<file path="src/sv/string_escape_quoter_top_defines.svh">
// Assertion macros shared by the quoter modules
`ifndef STRING_ESCAPE_QUOTER_TOP_DEFINES_SVH
`define STRING_ESCAPE_QUOTER_TOP_DEFINES_SVH

// checked only outside reset
`define SEQ_ASSERT(lbl, prop, msg) \
    lbl: assert property (@(posedge i_clk) disable iff (!i_rst_n) prop) else $error(msg);

// checked at every edge, reset included
`define SEQ_ASSERT_ALWAYS(lbl, prop, msg) \
    lbl: assert property (@(posedge i_clk) prop) else $error(msg);

`endif

</file>
<file path="src/sv/seq_pkg.sv">
package seq_pkg;

    localparam int SEQ_MODE_W  = 2;
    localparam int SEQ_MAX_OUT = 8;
    localparam int SEQ_IDX_W   = 3;
    localparam int SEQ_Q_DEPTH = 4;

    localparam logic [7:0] CH_QUOTE = 8'h22;

    typedef enum logic [SEQ_MODE_W-1:0] {
        MODE_RAW  = 2'd0,
        MODE_PCT  = 2'd1,
        MODE_JSON = 2'd2,
        MODE_CSV  = 2'd3
    } t_mode;

    typedef struct packed {
        logic [7:0] data_byte;
        logic       end_of_string;
    } t_in_pay;

    typedef struct packed {
        logic [7:0] out_byte;
        logic       closing_quote;
        logic       last_of_run;
    } t_out_pay;

    // one queued item: its expanded characters, index of the final one, close flag
    typedef struct packed {
        logic [SEQ_MAX_OUT-1:0][7:0] chars;
        logic [SEQ_IDX_W-1:0]        last_idx;
        logic                        closes;
    } t_entry;

endpackage

</file>
<file path="src/sv/seq_front.sv">
module seq_front (
    input  logic                             i_clk,
    input  logic                             i_rst_n,
    input  logic                             i_valid,
    output logic                             o_ready,
    input  seq_pkg::t_in_pay                 i_data,
    input  logic                             i_cfg_we,
    input  logic [seq_pkg::SEQ_MODE_W-1:0]   i_cfg_wdata,
    input  logic                             i_full,
    output logic                             o_push,
    output seq_pkg::t_entry                  o_entry
);
    import seq_pkg::*;

    localparam logic [7:0] CH_PCT   = 8'h25;
    localparam logic [7:0] CH_BSL   = 8'h5C;
    localparam logic [7:0] CH_SLASH = 8'h2F;
    localparam logic [7:0] CH_U     = 8'h75;
    localparam logic [7:0] CH_ZERO  = 8'h30;
    localparam logic [15:0][7:0] HEX_DIGITS = {
        8'h66, 8'h65, 8'h64, 8'h63, 8'h62, 8'h61, 8'h39, 8'h38,
        8'h37, 8'h36, 8'h35, 8'h34, 8'h33, 8'h32, 8'h31, 8'h30
    };

    t_mode       r_mode;
    logic        r_inside;
    logic        n_inside;

    logic [7:0]  c;
    logic        is_zero;
    logic        open_q;
    logic        close_q;
    logic        acc;
    logic [7:0]  hex_hi;
    logic [7:0]  hex_lo;
    logic [7:0]  json_esc;
    logic [5:0][7:0] body;
    logic [2:0]  blen;
    logic [7:0][7:0] bext;
    logic [3:0]  total;

    assign c       = i_data.data_byte;
    assign is_zero = (c == 8'h00);
    assign open_q  = ~r_inside;
    assign close_q = is_zero | i_data.end_of_string;
    assign o_ready = ~i_full;
    assign acc     = i_valid & o_ready;
    assign o_push  = acc;
    assign hex_hi  = HEX_DIGITS[c[7:4]];
    assign hex_lo  = HEX_DIGITS[c[3:0]];

    always_comb begin
        case (c)
            8'h08:    json_esc = 8'h62;
            8'h0A:    json_esc = 8'h6E;
            8'h0D:    json_esc = 8'h72;
            8'h09:    json_esc = 8'h74;
            8'h0C:    json_esc = 8'h66;
            CH_QUOTE: json_esc = CH_QUOTE;
            CH_BSL:   json_esc = CH_BSL;
            CH_SLASH: json_esc = CH_SLASH;
            default:  json_esc = 8'h00;
        endcase
    end

    always_comb begin
        body = {6{CH_QUOTE}};
        blen = 3'd1;
        body[0] = c;
        case (r_mode)
            MODE_PCT: begin
                if (c < 8'h20 || c == CH_PCT || c == CH_QUOTE || c > 8'd126) begin
                    body[0] = CH_PCT;
                    body[1] = hex_hi;
                    body[2] = hex_lo;
                    blen    = 3'd3;
                end
            end
            MODE_JSON: begin
                if (json_esc != 8'h00) begin
                    body[0] = CH_BSL;
                    body[1] = json_esc;
                    blen    = 3'd2;
                end else if (c < 8'h20) begin
                    body[0] = CH_BSL;
                    body[1] = CH_U;
                    body[2] = CH_ZERO;
                    body[3] = CH_ZERO;
                    body[4] = hex_hi;
                    body[5] = hex_lo;
                    blen    = 3'd6;
                end
            end
            MODE_CSV: begin
                if (c == CH_QUOTE) begin
                    body[1] = CH_QUOTE;
                    blen    = 3'd2;
                end
            end
            default: begin
                blen = 3'd1;
            end
        endcase
        if (is_zero) begin
            blen = 3'd0;
        end
    end

    always_comb begin
        for (int j = 0; j < SEQ_MAX_OUT; j++) begin
            bext[j] = CH_QUOTE;
        end
        for (int j = 0; j < 6; j++) begin
            if (3'(j) < blen) begin
                bext[j] = body[j];
            end
        end
        o_entry.chars[0] = open_q ? CH_QUOTE : bext[0];
        for (int k = 1; k < SEQ_MAX_OUT; k++) begin
            o_entry.chars[k] = open_q ? bext[k-1] : bext[k];
        end
        total = {3'b000, open_q} + {1'b0, blen} + {3'b000, close_q};
        o_entry.last_idx = SEQ_IDX_W'(total - 4'd1);
        o_entry.closes   = close_q;
    end

    assign n_inside = ~close_q;

    always_ff @(posedge i_clk) begin
        if (!i_rst_n) begin
            r_mode   <= MODE_RAW;
            r_inside <= 1'b0;
        end else begin
            if (i_cfg_we) begin
                r_mode <= t_mode'(i_cfg_wdata);
            end
            if (acc) begin
                r_inside <= n_inside;
            end
        end
    end

`include "string_escape_quoter_top_defines.svh"

    `SEQ_ASSERT(a_close_leaves_string, (acc && close_q |=> !r_inside), "string left open after close")
    `SEQ_ASSERT(a_open_sets_inside, (acc && !close_q |=> r_inside), "string not open after byte")

endmodule

</file>
<file path="src/sv/seq_queue.sv">
module seq_queue #(
    parameter int Q_DEPTH = seq_pkg::SEQ_Q_DEPTH
) (
    input  logic            i_clk,
    input  logic            i_rst_n,
    input  logic            i_push,
    input  seq_pkg::t_entry i_wdata,
    output logic            o_full,
    input  logic            i_pop,
    output logic            o_empty,
    output seq_pkg::t_entry o_rdata
);
    import seq_pkg::*;

    localparam int PTR_W = (Q_DEPTH > 1) ? $clog2(Q_DEPTH) : 1;
    localparam int CNT_W = $clog2(Q_DEPTH + 1);

    t_entry           r_mem [Q_DEPTH];
    logic [PTR_W-1:0] r_wr;
    logic [PTR_W-1:0] r_rd;
    logic [CNT_W-1:0] r_count;

    assign o_full  = (r_count == CNT_W'(Q_DEPTH));
    assign o_empty = (r_count == '0);
    assign o_rdata = r_mem[r_rd];

    always_ff @(posedge i_clk) begin
        if (i_push) begin
            r_mem[r_wr] <= i_wdata;
        end
    end

    always_ff @(posedge i_clk) begin
        if (!i_rst_n) begin
            r_wr    <= '0;
            r_rd    <= '0;
            r_count <= '0;
        end else begin
            if (i_push) begin
                r_wr <= (r_wr == PTR_W'(Q_DEPTH - 1)) ? '0 : r_wr + 1'b1;
            end
            if (i_pop) begin
                r_rd <= (r_rd == PTR_W'(Q_DEPTH - 1)) ? '0 : r_rd + 1'b1;
            end
            case ({i_push, i_pop})
                2'b10:   r_count <= r_count + 1'b1;
                2'b01:   r_count <= r_count - 1'b1;
                default: r_count <= r_count;
            endcase
        end
    end

`include "string_escape_quoter_top_defines.svh"

    `SEQ_ASSERT(a_count_bound, (r_count <= CNT_W'(Q_DEPTH)), "queue count over depth")
    `SEQ_ASSERT(a_no_pop_empty, (i_pop |-> !o_empty), "pop from empty queue")

endmodule

</file>
<file path="src/sv/seq_back.sv">
module seq_back (
    input  logic             i_clk,
    input  logic             i_rst_n,
    input  logic             i_empty,
    input  seq_pkg::t_entry  i_head,
    output logic             o_pop,
    output logic             o_valid,
    input  logic             i_ready,
    output seq_pkg::t_out_pay o_data
);
    import seq_pkg::*;

    logic [SEQ_IDX_W-1:0] r_idx;
    logic                 r_out_valid;
    t_out_pay             r_out;
    logic                 load;
    logic                 take;
    logic                 is_last;

    assign load    = ~r_out_valid | i_ready;
    assign take    = load & ~i_empty;
    assign is_last = (r_idx == i_head.last_idx);
    assign o_pop   = take & is_last;
    assign o_valid = r_out_valid;
    assign o_data  = r_out;

    always_ff @(posedge i_clk) begin
        if (!i_rst_n) begin
            r_out_valid <= 1'b0;
            r_idx       <= '0;
        end else begin
            if (load) begin
                r_out_valid <= ~i_empty;
            end
            if (take) begin
                r_idx <= is_last ? '0 : r_idx + 1'b1;
            end
        end
    end

    always_ff @(posedge i_clk) begin
        if (take) begin
            r_out.out_byte      <= i_head.chars[r_idx];
            r_out.closing_quote <= i_head.closes & is_last;
            r_out.last_of_run   <= is_last;
        end
    end

`include "string_escape_quoter_top_defines.svh"

    `SEQ_ASSERT(a_close_is_quote, (r_out_valid && r_out.closing_quote |-> r_out.out_byte == CH_QUOTE && r_out.last_of_run), "closing flag on wrong byte")
    `SEQ_ASSERT_ALWAYS(a_idx_needs_head, (r_idx != '0 |-> !i_empty), "index mid-item with empty queue")

endmodule

</file>
<file path="src/sv/string_escape_quoter_top.sv">
// String quoter and escaper.
// Input channel i_valid/o_ready carries one source byte and its end mark per
// transfer; output channel o_valid/i_ready carries one output character per
// transfer, with closing_quote on the quote that closes a string and
// last_of_run on the final character caused by each input byte.
// i_cfg_we/i_cfg_wdata write the escape mode (raw, percent, JSON, CSV); write
// it only while no characters are pending.
// The first character of an input reaches o_data once the input transfer has
// been written into the queue and then registered by the output stage. Each
// input gives 1 to 8 characters; the output stage emits one character a cycle
// while i_ready is high, so plain text then flows at one byte a cycle.
// A small queue of expanded items sits between the classifier and the output
// sequencer; o_ready falls only when that queue is full.
// Reset (synchronous, active low) empties the queue, clears the output and
// closes any open string; the mode returns to raw.
// When the receiver stalls, the held character stays on o_data and the queue
// fills, after which input transfers stop.
module string_escape_quoter_top #(
    parameter int Q_DEPTH = seq_pkg::SEQ_Q_DEPTH
) (
    input  logic                           i_clk,
    input  logic                           i_rst_n,
    input  logic                           i_valid,
    output logic                           o_ready,
    input  seq_pkg::t_in_pay               i_data,
    output logic                           o_valid,
    input  logic                           i_ready,
    output seq_pkg::t_out_pay              o_data,
    input  logic                           i_cfg_we,
    input  logic [seq_pkg::SEQ_MODE_W-1:0] i_cfg_wdata
);
    import seq_pkg::*;

    logic   push;
    logic   full;
    logic   pop;
    logic   empty;
    t_entry wentry;
    t_entry head;

    seq_front u_front (
        .i_clk       (i_clk),
        .i_rst_n     (i_rst_n),
        .i_valid     (i_valid),
        .o_ready     (o_ready),
        .i_data      (i_data),
        .i_cfg_we    (i_cfg_we),
        .i_cfg_wdata (i_cfg_wdata),
        .i_full      (full),
        .o_push      (push),
        .o_entry     (wentry)
    );

    seq_queue #(
        .Q_DEPTH (Q_DEPTH)
    ) u_queue (
        .i_clk   (i_clk),
        .i_rst_n (i_rst_n),
        .i_push  (push),
        .i_wdata (wentry),
        .o_full  (full),
        .i_pop   (pop),
        .o_empty (empty),
        .o_rdata (head)
    );

    seq_back u_back (
        .i_clk   (i_clk),
        .i_rst_n (i_rst_n),
        .i_empty (empty),
        .i_head  (head),
        .o_pop   (pop),
        .o_valid (o_valid),
        .i_ready (i_ready),
        .o_data  (o_data)
    );

endmodule

</file>
<file path="config.mk">
export PLATFORM = sky130hd
export DESIGN_NAME = string_escape_quoter_top
export DESIGN_NICKNAME = d
export VERILOG_FILES = /design/src/sv/seq_pkg.sv /design/src/sv/seq_front.sv /design/src/sv/seq_queue.sv /design/src/sv/seq_back.sv /design/src/sv/string_escape_quoter_top.sv
export VERILOG_INCLUDE_DIRS = /design/src /design/src/sv
export SDC_FILE = /design/constraint.sdc
export NUM_CORES = 1
export LEC_CHECK = 0
export ABC_AREA = 1
export BUFFER_PORTS_ARGS = -buffer_cell sky130_fd_sc_hd__buf_4
export CORE_MARGIN = 2
export CORE_UTILIZATION = 56
export DETAILED_ROUTE_END_ITERATION = 7
export PLACE_DENSITY = 0.75
export SLEW_MARGIN = 20
export SYNTH_ARGS = -nofsm -noshare
export SYNTH_HDL_FRONTEND = slang
export SYNTH_SLANG_ARGS = --single-unit
</file>
<file path="constraint.sdc">
create_clock -name i_clk -period 3.34 [get_ports i_clk]
set_input_delay 0 -clock i_clk [delete_from_list [all_inputs] [get_ports i_clk]]
set_output_delay 0 -clock i_clk [all_outputs]
set_load 0.05 [all_outputs]
</file>
; After elaboration in Yosys (flattened, before gate mapping)
; Memories as Yosys holds them, arrays and structs flattened. A register that Yosys moved wholly into a read port is not among the register bits.
; Index checks and enable logic that the tools add are counted.
[classes]
add_sub_neg = 8
order_cmp = 11
n_mux = 42
bitwise = 11
reduce_logical = 7
n_eq_ne = 18
[op_table]
columns = operator, n
row1 = $mux 48, 3
row2 = $mux 8, 16
row3 = $pmux 7 s8, 1
row4 = $mux 24, 2
row5 = $pmux 8 s2, 3
row6 = $eq 8x4->1 const B, 5
row7 = $mux 32, 1
row8 = $bmux 8 s3, 1
row9 = $eq 8x6->1 const B, 3
row10 = $mux 16, 1
row11 = $mux 2, 6
row12 = $mux 3, 4
row13 = $eq 2x2->1 const B, 5
row14 = $lt 4x5->1 const B, 2
row15 = $pmux 3 s3, 1
row16 = $eq 8x7->1 const B, 1
row17 = $gt 8x7->1 const B, 1
row18 = $logic_not 8->1, 1
row19 = $lt 8x6->1 const B, 1
row20 = $reduce_bool 8->1, 1
row21 = $add 3x1->3 const B, 2
row22 = $lt 1x3->1 const A, 2
row23 = $lt 2x3->1 const A, 2
row24 = $lt 3x3->1 const A, 2
row25 = other kinds (16), 30
[word_totals]
mem_count = 3
mem_bits_ro = 256
out_inout_bits = 12
elab_cells = 110
in_bits = 16
regBits = 24
mem_bits_rw = 240
[mem_list]
columns = memory, words, word_bits, read_ports, rd_ports_with_merged_regs, write_ports, line
row1 = u_queue.r_mem, 4, 60, 1, 1, 1, seq_queue.sv:18  ; t_entry r_mem [Q_DEPTH];
row2 = (no name shown), 16, 8, 1, 0, 0, seq_front.sv:49  ; assign hex_hi = HEX_DIGITS[c[7:4]];
row3 = (no name shown), 16, 8, 1, 0, 0, seq_front.sv:50  ; assign hex_lo = HEX_DIGITS[c[3:0]];

; Longest topological paths before layout
[logic_depth]
word_depth = 10
mapped_depth = 18
ltp_nobuf = 18

; Hierarchy
; From an unflattened synthesis, not the netlist that was laid out.
[hier_totals]
cells_unflattened = 1237
hier_area_um2 = 13608.1
[by_module_without_submodules]
columns = mod, area_each_um2, seq_area_each_um2, cells_each, n_inst
row1 = seq_queue, 10520.1, 8348.0, 717, 1
row2 = seq_front, 1901.8, 60.1, 335, 1
row3 = seq_back, 1186.1, 380.4, 185, 1

; Worst setup path before layout
; Ideal clock, no wire load.
[synth_timing]
path_kind = reg2reg
from = reg u_queue.r_count[1]
to = mem u_queue.r_mem[0][0] (netlist bit) (enable)
path_stages_with_launch = 5
setup_ps = 460
arrival_ps = 3320
synth_period_minus_slack_ps = 3780
setup_slack_ps = -440
n_path_buf = 0
required_ps = 2880
path_cell_list = dfxtp_1 > inv_1 > nand3_1 > nand2_1 > nor2_1
[synth_between]
elab_chain_len = 5
[synth_lines]
columns = item, line
row1 = from (decl), seq_queue.sv:21  ; logic [CNT_W-1:0] r_count;
row2 = from (signal assigned), seq_queue.sv:46  ; 2'b10: r_count <= r_count + 1'b1;
row3 = from (signal assigned), seq_queue.sv:47  ; 2'b01: r_count <= r_count - 1'b1;
row4 = from (signal assigned), seq_queue.sv:48  ; default: r_count <= r_count;
row5 = $eq 3x3->1, seq_queue.sv:23  ; assign o_full = (r_count == CNT_W'(Q_DEPTH));
row6 = $not 1->1, seq_front.sv:46  ; assign o_ready = ~i_full;
row7 = net o_ready, string_escape_quoter_top.sv:24  ; output logic o_ready,
row8 = $and 1x1->1, seq_front.sv:47  ; assign acc = i_valid & o_ready;
row9 = $mux 1, seq_queue.sv:28  ; if (i_push) begin
row10 = $mux 1 (implied by the code), seq_queue.sv:29  ; r_mem[r_wr] <= i_wdata;
row11 = to (decl), seq_queue.sv:18
; The timed path passes the listed nets, and every way through them passes these cells.

==> impl_metrics.ini <==
[placed_design]
dp_hpwl_um = 14900
io_buffers = 27
post-place-ws_ns = 0.3626
dpl_cell_area_sq_um = 11020
gp_congestion = 0.9173
placed_cells = 1210

[final_layout]
syn_to_final_growth_pct = 12.79
multiInputGateArea_sq_um = 3357
regArea_sq_um = 6748
drive_above_1_share_pct = 11.61
mostFrequentLayoutCells = edfxtp_1, nor2_1, o21ai_0
fin_util_pct = 63.85
finalNonFillerCells = 1259
fin_nets = 1054
final_common_cell = edfxtp_1
fin_area_sq_um = 11860
diodes = 0
fill_cells = 1382

[global_routing]
use_met2_pct = 41.62
grt_pass1_vias = 7305
met3_usage_pct = 3.872
grtUsageTotal_pct = 25.04
grt.busiest_layer = met2
grt_max_degree = 85
grt_first_pass_wirelength_um = 38770
antenna_found_initial = 0
overflow = 0
grtUsageMet1_pct = 34.10

[pwr]
ir_worst_vdd_mv = 0.4025
finalPower_mw = 8.704
powerDensity_nw_per_um2 = 733.7
p_leak_nw = 4.312

[sta]
worst_pin_slew_ns = 0.8452
rsz0062_at_grt = false
finalCritPeriodShare_pct = 88.67
hold_ws_ns = 0.07291
setup_ws_ns = 0.3783
fmax_ghz = 0.3376
max_slew_margin_pct = 43.65
finalSetupTns_ns = 0
finalSetupViolCount = 0
drv_slew = 0
fin_worst_skew_ns = 0.009134
min_period_ns = 2.962
finalHoldViolations = 0

[synthesis]
ys.flop_type = edfxtp_1
syn-cell-area_sq_um = 10520
synth_edf_count = 214
syn_area_per_cell_sq_um = 10.83
async_flop_share_pct = 0
synth_seq_cells = 230
yosysWarnings = 0
yosysSeqAreaShare_pct = 64.14
syn_inst = 971
ys_types = 47

[min_path]
hp-class = in -> reg
hold_depth = 4

[setup_path]
reg2reg_depth = 15
endpoint_kind = flop
worstSetupStartpointType = input pin
cp_max_fo = 10
cp.arrival_ns = 3.19
path_class = in -> reg
required_ns = 3.57

[cts]
cts_setup_buffers = 0
cts_tree = done
cts_made_buffers = 23
cts-root-buf = clkbuf_16
clock_latency_ns = 0.50
path_clk_slew_ns = 0.07
cts.path.max_buffers = 3
cts.sinks = 230
h-tree-depth = 1

[routing]
route.detailed.drc = 0
first_iter_violations = 872
routedWlPerCell_um = 19.70
avgViaCountPerCell = 6.027
ant_nets = 0
postRouteWirelength_um = 24810
first_pass_iters = 5
via_count = 7588

[die]
core_area_sq_um = 18580
rows = 50
fp.dieW_um = 141.0
dieArea_sq_um = 19890
die_h_um = 141.0
start_util_pct = 56.61
pin_count = 28

[run_status]
status = complete, no violations

[run]
drv_cap = 0
-- what timing repair did --
action | in CTS | in global routing
resized for setup | 0 | 1
hold buffers | 8 | 0
setup endpoints to repair | 0 | 4
endpoints found under the hold margin | 24 | 0
-- worst max-delay path, cell delays in order --
cell,delay (ns)
dlygate4sd3_1,0.53
buf_4,0.14
inv_1,0.11
ha_1,0.20
inv_1,0.10
nand2_1,0.06
nand2_1,0.08
nand2_1,0.06
o21bai_2,0.19
nand2_2,0.12
nor2_4,0.13
nand2_2,0.11
nor3_4,0.30
inv_2,0.09
ha_1,0.28
nor2_1,0.13
buf_4,0.17
o2111ai_1,0.20
nand2_1,0.10
nand2_1,0.10
-- layer usage --
metal  share of wire, %  vias to the layer above  wire length [um]
met1                 41                     3672             10140
met3                8.5                       44              2112
li1                   -                     3510                 -
met2                 48                      362             11940
met4                2.5                        0               618
met5                  0                        -                 0
-- worst paths after layout --
| kind | startpoint | end | slack (ns) |
|---|---|---|---|
| worst max-delay path | i_data[2] | u_queue.r_mem[2][21]$_DFFE_PP_ | 0.38 |
| worst min-delay path | i_data[1] | u_queue.r_mem[0][52]$_DFFE_PP_ | 0.07 |
| worst max register to register | flop | u_queue.r_count[2]$_SDFFE_PN0P_ | 0.47 |
| worst min register to register | u_queue.r_count[2]$_SDFFE_PN0P_ | u_queue.r_count[2]$_SDFFE_PN0P_ | 0.51 |
-- power by group --
group	leakage [nW]	total (mW)	switching [mW]	internal, mW
logic	1.88	2.47	1.76	0.714
registers	2.05	3.65	0.112	3.54
clock network	0.376	2.58	1.04	1.55
total	4.31	8.70	2.91	5.80
-- Yosys cell counts, drive strengths merged, types with 2 or more instances --
| cell | number | area (sq um) |
|---|---|---|
| or2 | 3 | 18.77 |
| clkinv | 4 | 15.01 |
| ha | 27 | 337.8 |
| o211ai | 11 | 82.58 |
| xor2 | 4 | 35.03 |
| nand2 | 131 | 521.8 |
| edfxtp | 214 | 6426 |
| dfxtp | 16 | 320.3 |
| a211oi | 3 | 22.52 |
| a22o | 3 | 26.28 |
| clkbuf | 40 | 150.1 |
| a31oi | 3 | 18.77 |
| buf | 13 | 83.82 |
| o221ai | 12 | 105.1 |
| a21oi | 19 | 95.09 |
| nand3 | 37 | 190.2 |
| a41oi | 2 | 17.52 |
| fa | 2 | 40.04 |
| nor2 | 158 | 623.1 |
| nand4 | 14 | 93.84 |
| nor3 | 12 | 81.33 |
| o22ai | 34 | 212.7 |
| inv | 65 | 244.0 |
| o21ai | 135 | 675.7 |
-- sequential cells by signal, indices dropped and copies added, names as in the netlist, named ones only --
name / cells
u_queue.r_mem: 204
u_back.o_data: 10
u_back.r_idx: 3
u_queue.r_count: 3
u_front.r_mode: 2
u_queue.r_rd: 2
u_queue.r_wr: 2
u_back.o_valid: 1
u_front.r_inside: 1
-- cell type report --
class / count / share of cell area (%)
Clock buffer: 30 / 5.242
Clock inverter: 11 / 1.171
Inverter: 69 / 2.183
Multi-Input combinational cell: 630 / 28.30
Sequential cell: 230 / 56.88
Tap cell: 234 / 2.468
Timing Repair Buffer: 55 / 3.755
-- kinds of logic after synthesis --
logic type / count (synthesis) / share of synthesized area (%)
other: 1 / 0.03565
adders and majority gates: 29 / 3.593
buffers and inverters: 122 / 4.687
AOI/OAI and AO/OA: 229 / 12.59
DFF: 230 / 64.14
and+or+nand+nor: 355 / 14.54
xor gates and xnor gates: 5 / 0.4164
No activity file was read; power rests on OpenSTA's default activity.
